$ cat src/imsr_pkg.sv
`timescale 1ns / 1ps

package imsr_pkg;

   // Field widths.
   localparam int PERIOD_W = 24;
   localparam int DUTY_W   = 16;
   localparam int SPEED_W  = 30;
   localparam int ERR_W    = 31;
   localparam int RPS_W    = 25;
   localparam int TGT_W    = 6;

   // Serial divider sizing: one quotient bit per cycle.
   localparam int QUO_W    = SPEED_W;
   localparam int CNT_W    = $clog2(QUO_W + 1);
   localparam logic [QUO_W-1:0] SPEED_NUM = QUO_W'(800000000);

   // Divide-by-40 lane that runs beside the divider.
   localparam int TARGET_SCALE = 40;
   localparam int R40_W        = 6;
   localparam int TGT40_W      = 11;

   // Integrator sum, wide enough for the exact sum.
   localparam int SUM_W = 32;

   // Target adjustment.
   localparam int TARGET_MAX   = 50;
   localparam int TARGET_STEP  = 5;
   localparam int TARGET_RESET = 40;

   // Register reset values.
   localparam logic [DUTY_W-1:0] DUTY_MIN_RESET = DUTY_W'(100);
   localparam logic [DUTY_W-1:0] DUTY_MAX_RESET = DUTY_W'(39900);

   // Register map.
   localparam int CSR_IDX_W = 1;
   localparam logic [CSR_IDX_W-1:0] CSR_DUTY_MIN = 1'b0;
   localparam logic [CSR_IDX_W-1:0] CSR_DUTY_MAX = 1'b1;

   // Divider status seen by the sequencer.
   typedef struct packed {
      logic busy;
      logic done;
   } div_status_type;

endpackage

$ cat src/imsr_div.sv
`timescale 1ns / 1ps

module imsr_div import imsr_pkg::*; (
   input  logic                clock,
   input  logic                reset,
   input  logic                start,
   input  logic [PERIOD_W-1:0] divisor,
   output div_status_type      status,
   output logic [QUO_W-1:0]    quotient,
   output logic [RPS_W-1:0]    rps
);

   logic                busy_ff, busy_in;
   logic                done_ff, done_in;
   logic [CNT_W-1:0]    cnt_ff, cnt_in;
   logic [QUO_W-1:0]    num_ff, num_in;
   logic [PERIOD_W-1:0] rem_ff, rem_in;
   logic [PERIOD_W-1:0] dvs_ff, dvs_in;
   logic [R40_W-1:0]    r40_ff, r40_in;
   logic [RPS_W-1:0]    rps_ff, rps_in;

   logic [PERIOD_W:0]   trial;
   logic                qbit;
   logic [R40_W:0]      trial40;
   logic                qbit40;

   // One restoring step: bring down the next numerator bit and try the divisor.
   assign trial   = {rem_ff, num_ff[QUO_W-1]};
   assign qbit    = (trial >= {1'b0, dvs_ff});
   // The quotient bits come out MSB first, so they feed a divide-by-40 step too.
   assign trial40 = {r40_ff, qbit};
   assign qbit40  = (trial40 >= (R40_W+1)'(TARGET_SCALE));

   always_comb begin
      busy_in = busy_ff;
      done_in = 1'b0;
      cnt_in  = cnt_ff;
      num_in  = num_ff;
      rem_in  = rem_ff;
      dvs_in  = dvs_ff;
      r40_in  = r40_ff;
      rps_in  = rps_ff;
      if (start) begin
         busy_in = 1'b1;
         cnt_in  = '0;
         num_in  = SPEED_NUM;
         rem_in  = '0;
         dvs_in  = divisor;
         r40_in  = '0;
         rps_in  = '0;
      end else if (busy_ff) begin
         num_in = {num_ff[QUO_W-2:0], qbit};
         rem_in = qbit ? PERIOD_W'(trial - {1'b0, dvs_ff}) : trial[PERIOD_W-1:0];
         r40_in = qbit40 ? R40_W'(trial40 - (R40_W+1)'(TARGET_SCALE))
                         : trial40[R40_W-1:0];
         rps_in = {rps_ff[RPS_W-2:0], qbit40};
         cnt_in = cnt_ff + CNT_W'(1);
         if (cnt_ff == CNT_W'(QUO_W - 1)) begin
            busy_in = 1'b0;
            done_in = 1'b1;
         end
      end
   end

   // Control state.
   always_ff @(posedge clock) begin
      if (reset) begin
         busy_ff <= 1'b0;
         done_ff <= 1'b0;
         cnt_ff  <= '0;
      end else begin
         busy_ff <= busy_in;
         done_ff <= done_in;
         cnt_ff  <= cnt_in;
      end
   end

   // Datapath shift registers.
   always_ff @(posedge clock) begin
      num_ff <= num_in;
      rem_ff <= rem_in;
      dvs_ff <= dvs_in;
      r40_ff <= r40_in;
      rps_ff <= rps_in;
   end

   assign status.busy = busy_ff;
   assign status.done = done_ff;
   assign quotient    = num_ff;
   assign rps         = rps_ff;

   // A new division is only started on an idle unit.
   a_start_idle: assert property (@(posedge clock) disable iff (reset)
      start |-> !busy_ff)
      else $error("divider started while busy");

   // The step counter stays inside the quotient length.
   a_cnt_range: assert property (@(posedge clock) disable iff (reset)
      busy_ff |-> (cnt_ff < CNT_W'(QUO_W)))
      else $error("divider step count out of range");

   // The done pulse comes only once the unit has gone idle.
   a_done_idle: assert property (@(posedge clock) disable iff (reset)
      done_ff |-> !busy_ff)
      else $error("divider done while still busy");

endmodule

$ cat config.mk
export PLATFORM = sky130hd
export DESIGN_NAME = imsr_div
export DESIGN_NICKNAME = d
export VERILOG_FILES = /design/src/imsr_pkg.sv /design/src/imsr_div.sv
export SDC_FILE = /design/constraint.sdc
export NUM_CORES = 1
export LEC_CHECK = 0
export ABC_AREA = 1
export BUFFER_PORTS_ARGS = -buffer_cell sky130_fd_sc_hd__buf_4
export CORE_AREA = 2 2 119 121
export DETAILED_ROUTE_END_ITERATION = 7
export DIE_AREA = 0 0 121 123
export SETUP_SLACK_MARGIN = 0.15
export SLEW_MARGIN = 20
export SYNTH_ARGS = -nofsm -noshare
export SYNTH_HDL_FRONTEND = slang
export SYNTH_SLANG_ARGS = --single-unit
$ cat constraint.sdc
create_clock -name clock -period 2.9 [get_ports clock]
set_input_delay 0.145 -clock clock [delete_from_list [all_inputs] [get_ports clock]]
set_output_delay 0.145 -clock clock [all_outputs]
set_load 0.02 [all_outputs]
==> reports/summary.md <==
The cell count of the worst hold path was 2. The buffer levels on the longest clock path is 2. The number of clock buffers inserted by TritonCTS is 17, and the peak supply drop is 0.390 mV. The synthesized design contains 113 register bits. The sum of routed wire length over all layers came out at 15,100 um.

In this run the most critical hold path is launched from start. The run gives 0 as the count of yosys warnings during synthesis. The analysis attributes to cell leakage a power of 0.00380 uW. For this run the aggregate overflow at the end of global routing stands at 0. The number of nets handed over by synthesis was 889.

For this run, the top clock speed supported by timing is 411 MHz. The floorplan step defined a die boundary enclosing 14,900 sq um. The total count of max-transition violations in the final report is 0, and the clock period minus worst slack is 2.44 ns. Count of antenna diodes in the layout: 0. The worst hold path belongs to the class in -> reg. Summing every instance area after synthesis gives 5990 sq um.

Synthesis produced 834 cells. For this configuration, the core starts out at a cell density of 44.0%. The floorplan row count was 43; the per-instance average area after synthesis was 7.18 sq um. The number of setup buffers added after CTS was 0; the overall die height was 123 um. Post-CTS repair changed the size of 0 cells.

For this design the ratio of total power to cell area is 574 nW/um^2. The ratio of routed vias to standard cells is 5.05, and the max-capacitance violation count is 0. The worst register-to-register path ends at rem_ff[17]. The core region is 13,600 sq um. The run gives 5,494 as the via count of the first global-routing pass. At the pin with the least slew margin, the transition time is 0.915 ns. At the end of routability-driven placement, the weighted congestion stood at 0.908. Across every metal layer, demand over resource in global routing totals 21.5%. The root buffer cell chosen for the clock tree is clkbuf_16.

Entering global routing, the biggest net connects 94 pins. The worst slack after detailed placement is 0.468 ns, and the final number of setup-violating endpoints is 0. After detailed routing, the average wire length per cell comes to 13.4 um. Walking the worst path, the cells encountered are inv_1 > ha_1 > nand2_1 > nor2_1 > nand3_1 > nor2_1 > nand3b_4 > nand2_8 > nand2_1 > nor2_1 > nor2_1 > nor2_1. The minimum setup slack among reg-to-reg paths came out at 0.46 ns. STA classifies the critical path endpoint as a flop.

The slowest cell on the critical path was ha_1. The run gives 113 as the number of clock sinks. The number of buffer and inverter instances along the worst setup path was 1.

The H-tree generated during clock tree synthesis spans 4 levels. The worst stage delay on the critical path was 0.35 ns. Setup repair after global routing left no endpoint under its margin. The area growth from synthesis to layout is 25.4%. Broken down by cell family, the worst path's largest delay share belongs to simple AND/OR/NAND/NOR gates.

Synthesis instantiated 40 different standard cells from the library. The run gives 5 as the detailed-router iteration count before antenna repair. The run finished with clean final reports. The cell that appears most often on the critical path is nor2_1. After the last flow step, the layout net total stands at 986. The remaining antenna violation count is 0. The worst pin sits at a relative slew slack of 39.0%.

Final cell utilization of the core: 55.2%. The worst path uses 84.0% of the clock period. The post-route clock skew came out at 0.0182 ns. The detailed router finished its first iteration with 393 violations. Counting cells, the worst reg-to-reg path comes to 12.

Of the synthesized area, sequential elements account for 41.8%. The number of port buffers is 83, and the aggregate negative setup slack is 0 ns. The fraction of layout instances using a drive strength above 1 is 14.0%, and the data arrival time at the worst-slack endpoint is 2.78 ns.

The tools report the endpoint of the worst hold-timing path as rem_ff[1]. The via count was 5,673. The origin of the critical flop-to-flop path is dvs_ff[5]. For this run, design rule violations remaining after detail routing come to 0. Data on the critical path is required at its endpoint by 3.24 ns. Of all nets on the critical path, the largest fanout is 25. The critical path start-end classification was reg -> reg. The number of top-level design ports came out at 84.

The run gives 0 as the final count of hold timing violations. STA classifies the critical path startpoint as a flop. The register clock-pin slew on the reported worst setup and hold paths is 0.05 ns. Insertion delay to the later sink of the worst-skew pair: 0.42 ns.

The tools report the initial antenna violation count as 0. The worst path meets setup with 0.464 ns of slack. In this run the horizontal extent of the chip is 121 um. TritonCTS built the clock tree. The first-pass GRT wire length is 25,700 um, and the estimated wirelength of the detail-placed design is 10,600 um.
[placed cells by master (no fill, tap or decap), types with 2 or more instances in the layout]
master	instances
nor3b_1	2
ha_1	27
nor2_2	3
buf_4	89
clkbuf_16	18
clkinv_2	2
a21o_1	2
or2_2	2
a21oi_2	2
nor2_1	120
dfxtp_1	88
nand2_1	213
a21oi_1	36
nand3b_1	4
clkinvlp_4	3
o21ai_0	49
dlygate4sd3_1	25
nand4_1	11
nand3_1	72
xnor2_1	5
inv_1	95
nor3_1	6
xor2_1	12
edfxtp_1	24
o21bai_1	8
clkinv_1	4
and2_1	2
inv_6	2
[layout make-up]
cell class | instances | area (sq um)
clock inverter | 13 | 106
timing repair buffer | 114 | 918
clock buffer | 19 | 454
fill | 1308 | 6100
tap | 180 | 225
inverter | 97 | 364
sequential | 113 | 2500
multi-input combinational | 588 | 2940
[cell usage after synthesis]
master | number | share of area, %
dfxtp_1 | 89 | 30
clkbuf_1 | 21 | 1.3
nor3b_1 | 2 | 0.25
ha_1 | 27 | 5.6
nor2_1 | 120 | 7.5
o21ai_0 | 49 | 4.1
or2_0 | 1 | 0.10
xor2_1 | 12 | 1.8
clkinv_1 | 1 | 0.063
nand3_2 | 1 | 0.17
o211ai_1 | 1 | 0.13
buf_1 | 4 | 0.25
or2_2 | 2 | 0.21
nand2_8 | 1 | 0.33
nand2_2 | 1 | 0.10
nor4_1 | 1 | 0.10
nand3b_1 | 4 | 0.50
o21ai_1 | 1 | 0.083
a21oi_1 | 36 | 3.0
xnor2_1 | 5 | 0.73
nand2_1 | 213 | 13
nand3_1 | 72 | 6.0
a211oi_1 | 1 | 0.13
and2_1 | 2 | 0.21
buf_4 | 6 | 0.75
buf_2 | 2 | 0.17
nor3_2 | 1 | 0.17
nor3_1 | 6 | 0.50
nor2_2 | 3 | 0.31
fa_1 | 1 | 0.33
buf_6 | 3 | 0.56
a21o_1 | 2 | 0.25
nor2_8 | 1 | 0.33
inv_2 | 1 | 0.063
edfxtp_1 | 24 | 12
inv_1 | 95 | 6.0
nand4_1 | 11 | 1.1
a21oi_2 | 2 | 0.29
o21bai_1 | 8 | 1.0
nand3b_4 | 1 | 0.33
[logic make-up (layout without fill, tap and decap cells)]
| logic type | after synthesis | after routing | share of synthesized area (%) |
|---|---|---|---|
| DFF | 113 | 113 | 41.8 |
| and+or+nand+nor | 443 | 443 | 31.7 |
| adders and majority gates | 28 | 28 | 5.97 |
| AOI/OAI and AO/OA | 100 | 100 | 8.98 |
| buffers and inverters | 133 | 243 | 9.13 |
| xor gates and xnor gates | 17 | 17 | 2.49 |
[report_power, final]
part / internal (uW) / total [uW] / switching [uW]
clock: 1220 / 1960 / 741
sequential: 1700 / 1760 / 57.1
combinational: 230 / 589 / 359
[metrics by stage]
stage	instances	power, uW	hold WS, ns	cell area (sq um)
2_1_floorplan	834	2150	0.214	5990
3_3_place_gp	1067	2340	0.301	6700
3_5_place_dp	1067	2360	0.316	6700
4_1_cts	1124	4360	0.186	7510
5_1_grt	1124	4500	0.225	7510
6_report	1124	4310	0.206	7510
[repair_timing]
action,CTS,global route
setup endpoints to repair,0,0
hold buffers,25,0
endpoints found under the hold margin,25,0
[worst max-delay path by stage]
stage / start / to / slack, ns / cells past startpoint
floorplan: quotient[29] / rem_ff[10] / 0.75 / 13
global placement: dvs_ff[9] / rem_ff[17] / 0.51 / 12
detailed placement: dvs_ff[16] / rem_ff[2] / 0.47 / 13
CTS: dvs_ff[16] / rem_ff[4] / 0.43 / 13
global route: dvs_ff[16] / rem_ff[2] / 0.16 / 13
finish: dvs_ff[5] / rem_ff[17] / 0.46 / 12
[routing by layer]
layer	vias to the layer above	wire [um]	global-route usage (%)
met3	24	755	6.13
met4	0	229	7.92
met1	2659	7110	27.0
met5	-	0	0
met2	124	7000	35.3
li1	2866	-	-
[state kept, by name, summed over array words and instances (netlist names)]
| signal | count |
|---|---|
| done_ff | 1 |
| dvs_ff | 24 |
| busy_ff | 1 |
| rps | 25 |
| quotient | 30 |
| r40_ff | 3 |
| rem_ff | 24 |
| cnt_ff | 5 |
Power figures use the tool's default switching activity.
